<file path="config.mk">
export PLATFORM = sky130hd
export DESIGN_NAME = second_chance_page_replacer_unit
export DESIGN_NICKNAME = d
export VERILOG_FILES = /design/src/scpr_pkg.sv /design/src/scpr_datapath.sv /design/src/scpr_ctrl.sv /design/src/second_chance_page_replacer_unit.sv
export SDC_FILE = /design/constraint.sdc
export NUM_CORES = 1
export LEC_CHECK = 0
export BUFFER_PORTS_ARGS = -buffer_cell sky130_fd_sc_hd__buf_2
export CORE_MARGIN = 5
export CORE_UTILIZATION = 30
export CTS_CLUSTER_DIAMETER = 50
export DETAILED_ROUTE_END_ITERATION = 6
export GPL_ROUTABILITY_DRIVEN = 0
export SETUP_SLACK_MARGIN = 0.02
export SYNTH_ARGS = -nofsm -noshare
export SYNTH_HDL_FRONTEND = slang
export SYNTH_HIERARCHICAL = 1
export SYNTH_SLANG_ARGS = --single-unit
</file>
<file path="constraint.sdc">
create_clock -name i_clk -period 4.7 [get_ports i_clk]
set_input_delay 0.705 -clock i_clk [delete_from_list [all_inputs] [get_ports i_clk]]
set_output_delay 0.705 -clock i_clk [all_outputs]
set_load 0.01 [all_outputs]
</file>
<file path="src/scpr_pkg.sv">
`timescale 1ns / 1ps
// Shared types and constants for the second-chance page replacer.
// Used by the controller, the datapath and the top level.
package scpr_pkg;

    localparam int unsigned PAGE_W    = 16;  // page number field width
    localparam int unsigned IDX_W     = 4;   // frame index field width
    localparam int unsigned MISS_W    = 16;  // miss counter width
    localparam int unsigned CFG_W     = 5;   // frames_in_use register width
    localparam int unsigned APB_DW    = 32;  // configuration data width
    localparam int unsigned APB_AW    = 2;   // configuration address width

    localparam logic [CFG_W-1:0]  CFG_RESET = 5'd16;
    localparam logic [MISS_W-1:0] MISS_MAX  = 16'hFFFF;

    // Commands from the controller to the datapath.
    typedef struct packed {
        logic load;          // capture the page of an accepted beat, restart the scan
        logic scan;          // issue the next lookup read and advance the scan
        logic hit_commit;    // set the reference bit of the matching frame
        logic fill_commit;   // write the page into the next empty frame
        logic sweep_start;   // bring the clock hand back into range
        logic sweep;         // clear the reference bit under the hand and advance
        logic victim_read;   // read the page held in the victim frame
        logic evict_commit;  // replace the victim and advance the hand
        logic out_load;      // move the finished result into the output register
    } t_dp_cmd;

    // Status from the datapath to the controller.
    typedef struct packed {
        logic match;         // the compared frame holds the requested page
        logic scan_end;      // every valid frame has been compared without a match
        logic fill_room;     // an empty frame is still available
        logic ref_set;       // reference bit under the clock hand is set
    } t_dp_sts;

endpackage

</file>
<file path="src/scpr_datapath.sv">
`timescale 1ns / 1ps
// Datapath of the second-chance page replacer: frame page memory, reference
// bits, fill count, clock hand, miss counter and result registers. Uses scpr_pkg.
module scpr_datapath #(
    parameter int unsigned FRAMES    = 16,
    parameter int unsigned PAGE_BITS = 16
) (
    input  logic                          i_clk,
    input  logic                          i_rst_n,
    input  scpr_pkg::t_dp_cmd             i_cmd,
    output scpr_pkg::t_dp_sts             o_sts,
    input  logic                          i_cfg_we,
    input  logic [scpr_pkg::CFG_W-1:0]    i_cfg_wdata,
    output logic [scpr_pkg::CFG_W-1:0]    o_cfg,
    input  logic [scpr_pkg::PAGE_W-1:0]   i_page_number,
    output logic                          o_hit,
    output logic [scpr_pkg::IDX_W-1:0]    o_frame_index,
    output logic                          o_evicted_valid,
    output logic [scpr_pkg::PAGE_W-1:0]   o_evicted_page,
    output logic [scpr_pkg::MISS_W-1:0]   o_miss_count
);
    import scpr_pkg::*;

    localparam int unsigned FIDX_W = $clog2(FRAMES);
    localparam int unsigned CNT_W  = $clog2(FRAMES + 1);
    localparam int unsigned CMP_W  = (CNT_W > CFG_W) ? CNT_W : CFG_W;

    logic [PAGE_BITS-1:0] mem [FRAMES];

    logic [CFG_W-1:0]     r_cfg;
    logic [FRAMES-1:0]    r_ref;
    logic [CNT_W-1:0]     r_fill;
    logic [FIDX_W-1:0]    r_hand;
    logic [MISS_W-1:0]    r_misses;
    logic [PAGE_BITS-1:0] r_page;
    logic [CNT_W-1:0]     r_scan;
    logic                 r_cmp_vld;
    logic [FIDX_W-1:0]    r_cmp_idx;
    logic [PAGE_BITS-1:0] r_rd_data;

    logic                 r_res_hit;
    logic [FIDX_W-1:0]    r_res_idx;
    logic                 r_res_ev;
    logic [PAGE_BITS-1:0] r_res_evp;

    logic                 r_o_hit;
    logic [IDX_W-1:0]     r_o_idx;
    logic                 r_o_ev;
    logic [PAGE_W-1:0]    r_o_evp;
    logic [MISS_W-1:0]    r_o_miss;

    logic [CMP_W-1:0]     cfg_wide;
    logic [CNT_W-1:0]     active;
    logic [CNT_W-1:0]     scan_lim;
    logic [FIDX_W-1:0]    hand_inc;
    logic [MISS_W-1:0]    misses_inc;
    logic                 rd_en;
    logic [FIDX_W-1:0]    rd_addr;
    logic                 wr_en;
    logic [FIDX_W-1:0]    wr_addr;

    // The register value is clamped to 1..FRAMES.
    always_comb begin
        cfg_wide = CMP_W'(r_cfg);
        if (r_cfg == '0) begin
            active = CNT_W'(1);
        end else if (cfg_wide > CMP_W'(FRAMES)) begin
            active = CNT_W'(FRAMES);
        end else begin
            active = CNT_W'(cfg_wide);
        end
    end

    // Frames below the fill count are the valid ones.
    assign scan_lim   = (r_fill < active) ? r_fill : active;
    assign hand_inc   = (CNT_W'(r_hand) + CNT_W'(1) == active) ? '0 : r_hand + FIDX_W'(1);
    assign misses_inc = (r_misses == MISS_MAX) ? r_misses : r_misses + MISS_W'(1);

    assign o_sts.match     = r_cmp_vld && (r_rd_data == r_page);
    assign o_sts.scan_end  = !r_cmp_vld && (r_scan >= scan_lim);
    assign o_sts.fill_room = r_fill < active;
    assign o_sts.ref_set   = r_ref[r_hand];

    assign rd_en   = (i_cmd.scan && (r_scan < scan_lim)) || i_cmd.victim_read;
    assign rd_addr = i_cmd.victim_read ? r_hand : r_scan[FIDX_W-1:0];
    assign wr_en   = i_cmd.fill_commit || i_cmd.evict_commit;
    assign wr_addr = i_cmd.evict_commit ? r_hand : r_fill[FIDX_W-1:0];

    always_ff @(posedge i_clk) begin
        if (rd_en) begin
            r_rd_data <= mem[rd_addr];
        end
        if (wr_en) begin
            mem[wr_addr] <= r_page;
        end
    end

    always_ff @(posedge i_clk) begin
        if (!i_rst_n) begin
            r_cfg     <= CFG_RESET;
            r_ref     <= '0;
            r_fill    <= '0;
            r_hand    <= '0;
            r_misses  <= '0;
            r_scan    <= '0;
            r_cmp_vld <= 1'b0;
        end else begin
            if (i_cfg_we) begin
                r_cfg <= i_cfg_wdata;
            end
            if (i_cmd.load) begin
                r_page    <= PAGE_BITS'(i_page_number);
                r_scan    <= '0;
                r_cmp_vld <= 1'b0;
            end
            if (i_cmd.scan) begin
                if (r_scan < scan_lim) begin
                    r_cmp_vld <= 1'b1;
                    r_cmp_idx <= r_scan[FIDX_W-1:0];
                    r_scan    <= r_scan + CNT_W'(1);
                end else begin
                    r_cmp_vld <= 1'b0;
                end
            end
            if (i_cmd.hit_commit) begin
                r_ref[r_cmp_idx] <= 1'b1;
                r_res_hit        <= 1'b1;
                r_res_idx        <= r_cmp_idx;
                r_res_ev         <= 1'b0;
                r_res_evp        <= '0;
            end
            if (i_cmd.fill_commit) begin
                r_ref[r_fill[FIDX_W-1:0]] <= 1'b1;
                r_fill    <= r_fill + CNT_W'(1);
                r_misses  <= misses_inc;
                r_res_hit <= 1'b0;
                r_res_idx <= r_fill[FIDX_W-1:0];
                r_res_ev  <= 1'b0;
                r_res_evp <= '0;
            end
            if (i_cmd.sweep_start) begin
                if (CNT_W'(r_hand) >= active) begin
                    r_hand <= '0;
                end
            end
            if (i_cmd.sweep) begin
                r_ref[r_hand] <= 1'b0;
                r_hand        <= hand_inc;
            end
            if (i_cmd.evict_commit) begin
                r_ref[r_hand] <= 1'b1;
                r_hand        <= hand_inc;
                r_misses      <= misses_inc;
                r_res_hit     <= 1'b0;
                r_res_idx     <= r_hand;
                r_res_ev      <= 1'b1;
                r_res_evp     <= r_rd_data;
            end
        end
    end

    // Output register; holds its beat while the receiver stalls.
    always_ff @(posedge i_clk) begin
        if (i_cmd.out_load) begin
            r_o_hit  <= r_res_hit;
            r_o_idx  <= IDX_W'(r_res_idx);
            r_o_ev   <= r_res_ev;
            r_o_evp  <= PAGE_W'(r_res_evp);
            r_o_miss <= r_misses;
        end
    end

    assign o_cfg           = r_cfg;
    assign o_hit           = r_o_hit;
    assign o_frame_index   = r_o_idx;
    assign o_evicted_valid = r_o_ev;
    assign o_evicted_page  = r_o_evp;
    assign o_miss_count    = r_o_miss;

endmodule

</file>
<file path="src/scpr_ctrl.sv">
`timescale 1ns / 1ps
// Controller of the second-chance page replacer: sequences lookup, fill,
// clock sweep and eviction, and owns both handshakes. Uses scpr_pkg.
module scpr_ctrl (
    input  logic              i_clk,
    input  logic              i_rst_n,
    input  logic              i_valid,
    output logic              o_ready,
    output logic              o_valid,
    input  logic              i_ready,
    output scpr_pkg::t_dp_cmd o_cmd,
    input  scpr_pkg::t_dp_sts i_sts
);
    import scpr_pkg::*;

    typedef enum logic [2:0] {
        ST_IDLE,
        ST_SCAN,
        ST_SWEEP,
        ST_EVICT,
        ST_DONE
    } t_state;

    t_state r_state, n_state;
    logic   r_out_valid, n_out_valid;
    logic   out_free;

    assign out_free = !r_out_valid || i_ready;

    always_comb begin
        o_cmd       = '0;
        n_state     = r_state;
        n_out_valid = r_out_valid && !i_ready;
        unique case (r_state)
            ST_IDLE: begin
                if (i_valid) begin
                    o_cmd.load = 1'b1;
                    n_state    = ST_SCAN;
                end
            end
            ST_SCAN: begin
                if (i_sts.match) begin
                    o_cmd.hit_commit = 1'b1;
                    n_state          = ST_DONE;
                end else if (i_sts.scan_end) begin
                    if (i_sts.fill_room) begin
                        o_cmd.fill_commit = 1'b1;
                        n_state           = ST_DONE;
                    end else begin
                        o_cmd.sweep_start = 1'b1;
                        n_state           = ST_SWEEP;
                    end
                end else begin
                    o_cmd.scan = 1'b1;
                end
            end
            ST_SWEEP: begin
                // Frames with a set bit get their second chance here.
                if (i_sts.ref_set) begin
                    o_cmd.sweep = 1'b1;
                end else begin
                    o_cmd.victim_read = 1'b1;
                    n_state           = ST_EVICT;
                end
            end
            ST_EVICT: begin
                o_cmd.evict_commit = 1'b1;
                n_state            = ST_DONE;
            end
            ST_DONE: begin
                if (out_free) begin
                    o_cmd.out_load = 1'b1;
                    n_out_valid    = 1'b1;
                    n_state        = ST_IDLE;
                end
            end
            default: begin
                n_state = ST_IDLE;
            end
        endcase
    end

    always_ff @(posedge i_clk) begin
        if (!i_rst_n) begin
            r_state     <= ST_IDLE;
            r_out_valid <= 1'b0;
        end else begin
            r_state     <= n_state;
            r_out_valid <= n_out_valid;
        end
    end

    assign o_ready = (r_state == ST_IDLE);
    assign o_valid = r_out_valid;

endmodule

</file>
<file path="src/second_chance_page_replacer_unit.sv">
`timescale 1ns / 1ps
// Top level of the second-chance page replacer: configuration port decode and
// the controller and datapath. Depends on scpr_pkg, scpr_ctrl and scpr_datapath.
//
// Usage:
// - Input channel (i_valid / o_ready) takes one page reference per beat.
// - Output channel (o_valid / i_ready) returns one beat per reference: hit flag,
//   frame index, evicted flag and page, and the saturating miss count.
// - The APB-style port holds frames_in_use at address 0; write it only while idle.
// - The lookup reads the frame page memory one frame per cycle until it finds a
//   hit or has compared every filled managed frame; a miss then fills a free
//   frame. A replacement adds the clock sweep, which clears the reference bit
//   of each frame it passes (at most frames_in_use of them), then reads the
//   victim and writes the new page in its place.
// - One reference is processed at a time; o_ready is high only when the block
//   is idle. The output register lets the next beat be accepted while the last
//   result is still waiting; a stalled receiver holds the finished result in
//   the last state until the output register frees up.
// - Reset empties all frames, clears reference bits, the clock hand and the
//   miss count, and sets frames_in_use to 16. No clearing pass is needed.
module second_chance_page_replacer_unit #(
    parameter int unsigned FRAMES    = 16,
    parameter int unsigned PAGE_BITS = 16
) (
    input  logic                          i_clk,
    input  logic                          i_rst_n,
    input  logic                          psel,
    input  logic                          penable,
    input  logic                          pwrite,
    input  logic [scpr_pkg::APB_AW-1:0]   paddr,
    input  logic [scpr_pkg::APB_DW-1:0]   pwdata,
    output logic [scpr_pkg::APB_DW-1:0]   prdata,
    output logic                          pready,
    input  logic                          i_valid,
    output logic                          o_ready,
    input  logic [scpr_pkg::PAGE_W-1:0]   i_page_number,
    output logic                          o_valid,
    input  logic                          i_ready,
    output logic                          o_hit,
    output logic [scpr_pkg::IDX_W-1:0]    o_frame_index,
    output logic                          o_evicted_valid,
    output logic [scpr_pkg::PAGE_W-1:0]   o_evicted_page,
    output logic [scpr_pkg::MISS_W-1:0]   o_miss_count
);
    import scpr_pkg::*;

    t_dp_cmd          cmd;
    t_dp_sts          sts;
    logic             cfg_we;
    logic [CFG_W-1:0] cfg;
    logic             unused_paddr;

    // Only one register exists, so every address inside the port maps to it.
    assign pready       = 1'b1;
    assign cfg_we       = psel && penable && pwrite && pready;
    assign unused_paddr = ^paddr;
    assign prdata       = unused_paddr ? APB_DW'(cfg) : APB_DW'(cfg);

    scpr_ctrl u_ctrl (
        .i_clk   (i_clk),
        .i_rst_n (i_rst_n),
        .i_valid (i_valid),
        .o_ready (o_ready),
        .o_valid (o_valid),
        .i_ready (i_ready),
        .o_cmd   (cmd),
        .i_sts   (sts)
    );

    scpr_datapath #(
        .FRAMES    (FRAMES),
        .PAGE_BITS (PAGE_BITS)
    ) u_datapath (
        .i_clk           (i_clk),
        .i_rst_n         (i_rst_n),
        .i_cmd           (cmd),
        .o_sts           (sts),
        .i_cfg_we        (cfg_we),
        .i_cfg_wdata     (pwdata[CFG_W-1:0]),
        .o_cfg           (cfg),
        .i_page_number   (i_page_number),
        .o_hit           (o_hit),
        .o_frame_index   (o_frame_index),
        .o_evicted_valid (o_evicted_valid),
        .o_evicted_page  (o_evicted_page),
        .o_miss_count    (o_miss_count)
    );

endmodule

</file>
### Word level (Yosys, flattened, before mapping)

Memory sizes are Yosys's and may differ from the RTL's. A register that Yosys moved wholly into a read port is not among the register bits.
Cells that the tools add are included.

* add/subtract/negate cells: 5
* magnitude comparators: 11
* equal/unequal tests: 11
* muxes and demuxes: 70
* bitwise gates (word level): 5
* reductions and logical operators: 28

Operators with widths (count)
* 16-bit 2-to-1 mux: 13
* 16-bit bitwise OR: 3
* 4-bit 2-to-1 mux: 11
* 5-bit 2-to-1 mux: 6
* 1-bit 2-to-1 mux: 26
* 3-bit 2-to-1 mux: 6
* 16-bit by 1-bit adder with 16-bit output, second input constant: 1
* 16-bit AND: 1
* 16-bit == test: 1
* 16-bit == test, second input constant: 1
* 16-bit inverter: 1
* 4-bit by 5-bit < comparator with 1-bit output, second input constant: 3
* 3-bit one-hot mux with 5 select lines: 1
* 1-bit demux with 4-bit select: 3
* 4-bit by 1-bit >= comparator with 1-bit output, second input constant: 3
* 5-bit by 1-bit adder with 5-bit output, second input constant: 2
* 5-bit < comparator: 2
* 1-bit logical AND: 9
* 3-bit nonzero test: 3
* 3-bit by 2-bit == test with 1-bit output, second input constant: 2
* 2-bit 2-to-1 mux: 3
* 2-bit AND reduction: 3
* 4-bit by 1-bit adder with 5-bit output, second input constant: 1
* 5-bit == test: 1
* other kinds (18): 24

* register bits after elaboration: 136
* RAM bits: 256
* input port bits: 57
* output and inout bits: 73
* word-level logic and storage cells: 151
* memories: 1

Memories
* u_datapath.mem: depth 16, bits a word 16, read ports 1, clocked after memory_dff 1, write ports 1, RTL line scpr_datapath.sv:28 `logic [PAGE_BITS-1:0] mem [FRAMES];`

### Depth between registers and ports, before layout

* depth after elaboration: 20
* mapped depth: 21
* gate-level depth less buffers: 20

### Modules after synthesis

Netlist, hierarchy kept.

By module, submodules not included
* scpr_datapath: instances 1, cells an instance 997, area an instance 16502.1 um^2, sequential area each 11611.1 um^2
* scpr_ctrl: instances 1, cells an instance 31, area an instance 275.3 um^2, sequential area each 80.1 um^2
* second_chance_page_replacer_unit: instances 1, cells an instance 31, area an instance 224.0 um^2, sequential area each 0.0 um^2

### Least setup slack after synthesis

No wires, ideal clock.

* path kind: flip-flop to flip-flop
* start point: register u_datapath.r_cfg[4], in the netlist u_datapath/o_cfg[4]
* end point: memory u_datapath.mem[10][0] (enable)
* library setup time: 0.388 ns
* arrival: 4.313 ns
* required time: 4.312 ns
* slack: -0.001 ns
* stages on the path, launching flop included: 17
* path buffers: 2
* clock period less this slack: 4.701 ns
* cells stage by stage: dfxtp_1 -> clkbuf_1 -> inv_1 -> nand2_1 -> ha_1 -> a21o_1 -> a21oi_1 -> nand2_1 -> mux2_2 -> ha_1 -> nand3_1 -> o21a_1 -> nor2_1 -> and3_1 -> buf_1 -> a41oi_1 -> nor2_1

RTL lines
* start: declaration: RTL line scpr_datapath.sv:30 `logic [CFG_W-1:0] r_cfg;`
* start signal: assignment: RTL line scpr_datapath.sv:109 `r_cfg <= i_cfg_wdata;`
* end: declaration: RTL line scpr_datapath.sv:28

==> summary.txt <==
status -> completed
Slew Limit Fails -> 0
worst skew pair latency -> 0.58 ns
CTS Buffer Depth -> 3
placed instance count -> 1875
worst hold-check slack -> 0.3009 ns
synthesis-to-layout area growth -> 16.36%
port bufs -> 72
dpl hpwl -> 23510 microns
DR pass1 iterations -> 5
Nets -> 1245
Post-synth EDFFs -> 352
Yosys reg bits -> 408
Sequential Power Share -> 52.6%
critical-path cell list -> inv_1 -> nand2_1 -> ha_1 -> a21o_1 -> a21oi_1 -> nand2_1 -> mux2_2 -> ha_1 -> a21o_1 -> a21oi_1 -> o21a_1 -> nor2_1 -> and3_1 -> and3_1 -> nor2b_1 -> a31oi_1 -> nor2_2
WL per Instance -> 19.20 microns
maximum vdd drop -> 0.0002262 V
Clock Sink Count -> 408
worst stage delay on the critical path -> 0.94 ns
HP Class -> in -> reg
overall routing resource usage -> 12.12%
YS warnings -> 6
sw frac -> 21.34%
CP delay by family, top -> simple AND/OR/NAND/NOR gates
Total Power Consumption -> 7.723 mW
crit end category -> flip-flop
vias per std cell -> 4.782
worst path required time -> 4.88 ns
DRC -> 0
Net Sw Power -> 1.648 mW
largest net degree at the start of global routing -> 46
Die Span X -> 248.1 microns
IO Pins -> 130
first-pass GRT wire length -> 57150 microns
core area -> 56280 sq um
# rows -> 87
CTS tree -> yes
Antenna Nets Post-Route -> 0
filler instances -> 5343
initial antenna violation count -> 4
Synth Instances -> 1059
via count -> 9354
Clock power frac -> 43.6%
final setup fails -> 0
Int Power -> 6.075 mW
setup ws final -> 0.1584 ns
crit path time final -> 4.542 ns
top post-synthesis cells by area -> edfxtp_1, mux4_2, dfxtp_1
Slew headroom -> 26.50%
DR iter-0 viols -> 592
max-cap violation count -> 0
top-area cell type share of the netlist area -> 62.17%
worst clock skew -> 0.02334 ns
CTS Buf Count -> 44
Gate power share -> 3.7%
starting density of the core -> 30.21%
Multi-input gate area -> 4925 sq um
number of buffers and inverters on the critical path -> 1
cell area after synthesis -> 17000 sq um
crit path kind -> reg -> reg
htree depth -> 2
crit-path max FO -> 16
Mean Syn Cell Area -> 16.05 sq um
Root Driver -> clkbuf_16
Hold Vio Cnt, Final -> 0
async set or reset register ratio after synthesis -> 0%
die height -> 248.1 microns
Yosys top cell by area -> edfxtp_1
layout cell share with drive strength beyond 1 -> 24.02%
Leak -> 6.556 nW
register area -> 11690 sq um
GRT overflow -> 0
synth cell count leaders -> edfxtp_1, nor2_1, mux4_2
Worst-path clk slew -> 0.06 ns
commonest register cell after synthesis -> edfxtp_1
Detailed Route WL -> 37550 microns
crit path DAT -> 4.72 ns
slowest stage cell on the critical path -> nor2_2
Slew @ Worst Pin -> 1.101 ns
Tcrit/Tclk final -> 96.63%
Setup Buffers After CTS -> 0
FMAX -> 220.2 MHz
Setup Slack @ Placement -> 0.1799 ns
Pwr Density -> 390.4 nW/um^2
Non-Filler Instances -> 1956
Final Util -> 35.15%
die area -> 61530 sq um
vias in the first global route -> 9483
Yosys cell types -> 63
most frequent cell after synthesis -> edfxtp_1
unrepaired setup endpoints after global routing -> yes
Seq/Total Area, Yosys -> 68.77%
Critical Path Start Type -> flip-flop
## cell families after synthesis
logic type / Yosys count / synth area share (%)
AND/OR/NAND/NOR: 266 / 7.831
adder cells (fa/ha/maj): 23 / 1.693
multiplexers: 90 / 10.52
buffers and inverters: 98 / 3.510
XOR/XNOR: 32 / 1.649
flip-flops: 408 / 68.77
other: 2 / 0.04417
AO/OA/AOI/OAI: 140 / 5.983
## per-stage QoR
step | TNS (ns) | cell area, sq um
finish | 0 | 19780
global route | -4.962 | 19780
CTS | 0 | 19760
detailed placement | 0 | 18340
global placement | 0 | 18340
floorplan | -0.04916 | 17100
## placed cells by master (no fill, tap or decap), types with 7 or more instances in the layout
master and instances:
a211oi_1 9, a211oi_2 10, a21oi_1 21, a221oi_1 12, a31oi_1 32, and2_1 39, and3_1 8, buf_2 72
buf_4 38, clkbuf_1 9, clkbuf_16 45, clkinv_1 9, conb_1 28, dfxtp_1 56, edfxtp_1 352, ha_1 23
inv_1 17, mux2i_1 12, mux4_2 65, nand2_1 63, nand2b_1 8, nand3_1 10, nand4_1 13, nor2_1 61
nor2_2 13, nor2b_1 8, nor3_1 12, o21ai_0 16, o22a_1 8, or3_1 7, xnor2_1 20, xor2_1 12
## what timing repair did
action	in CTS	in global routing
hold buffers	0	0
gates resized for setup	0	3
endpoints found under the setup margin	0	83
## power by group through the flow
stage | clock (mW) | combinational (mW) | sequential [mW]
after floorplan | 0 | 0.192 | 4.13
after global placement | 0 | 0.289 | 4.14
after detailed placement | 0 | 0.293 | 4.14
after CTS | 3.46 | 0.294 | 4.07
after global routing | 3.63 | 0.318 | 4.07
final | 3.37 | 0.289 | 4.07
## state kept, by name, summed over array words and instances (netlist names)
register	flops
u_datapath/r_ref	16
u_datapath/r_res_ev	1
u_datapath/o_cfg	5
u_datapath/r_scan	5
u_datapath/o_miss_count	16
u_datapath/r_res_evp	16
u_datapath/r_cmp_vld	1
u_ctrl/o_valid	1
u_datapath/r_res_hit	1
u_datapath/r_rd_data	16
u_datapath/mem	256
u_datapath/o_frame_index	4
u_ctrl/r_state	3
u_datapath/r_fill	5
u_datapath/o_evicted_valid	1
u_datapath/r_misses	16
u_datapath/r_page	16
u_datapath/r_res_idx	4
u_datapath/r_cmp_idx	4
u_datapath/o_evicted_page	16
u_datapath/r_hand	4
u_datapath/o_hit	1
## area by class of cell
class                      count  share of cell area [%]
sequential                   408                   59.10
clock inverter                25                   1.271
tap                          756                   4.781
antenna                        1                 0.01265
inverter                      18                  0.3415
timing repair buffer         114                   3.668
multi-input combinational    579                   24.89
clock buffer                  55                   5.933
## path summary, 6_finish.rpt
kind,endpoint,depth (start not counted),slack (ns),startpoint
max,u_datapath/mem[13][6]$_DFFE_PP_,17,0.16,u_datapath/o_cfg[4]$_SDFFE_PN1P_
min,u_datapath/r_page[0]$_DFFE_PP_,1,0.30,i_page_number[0]
max reg2reg,u_datapath/mem[13][6]$_DFFE_PP_,17,0.16,u_datapath/o_cfg[4]$_SDFFE_PN1P_
min reg2reg,u_datapath/o_evicted_page[0]$_DFFE_PP_,0,0.42,u_datapath/r_res_evp[0]$_SDFFCE_PN0P_
## per-layer routing
layer	routed length [microns]	track usage, %	vias up
met3	2652	3.004	61
met1	15950	15.88	4708
met4	767	3.247	2
met5	11	0	-
met2	18170	20.25	305
li1	-	-	4278
No activity file was read; power rests on OpenSTA's default activity.
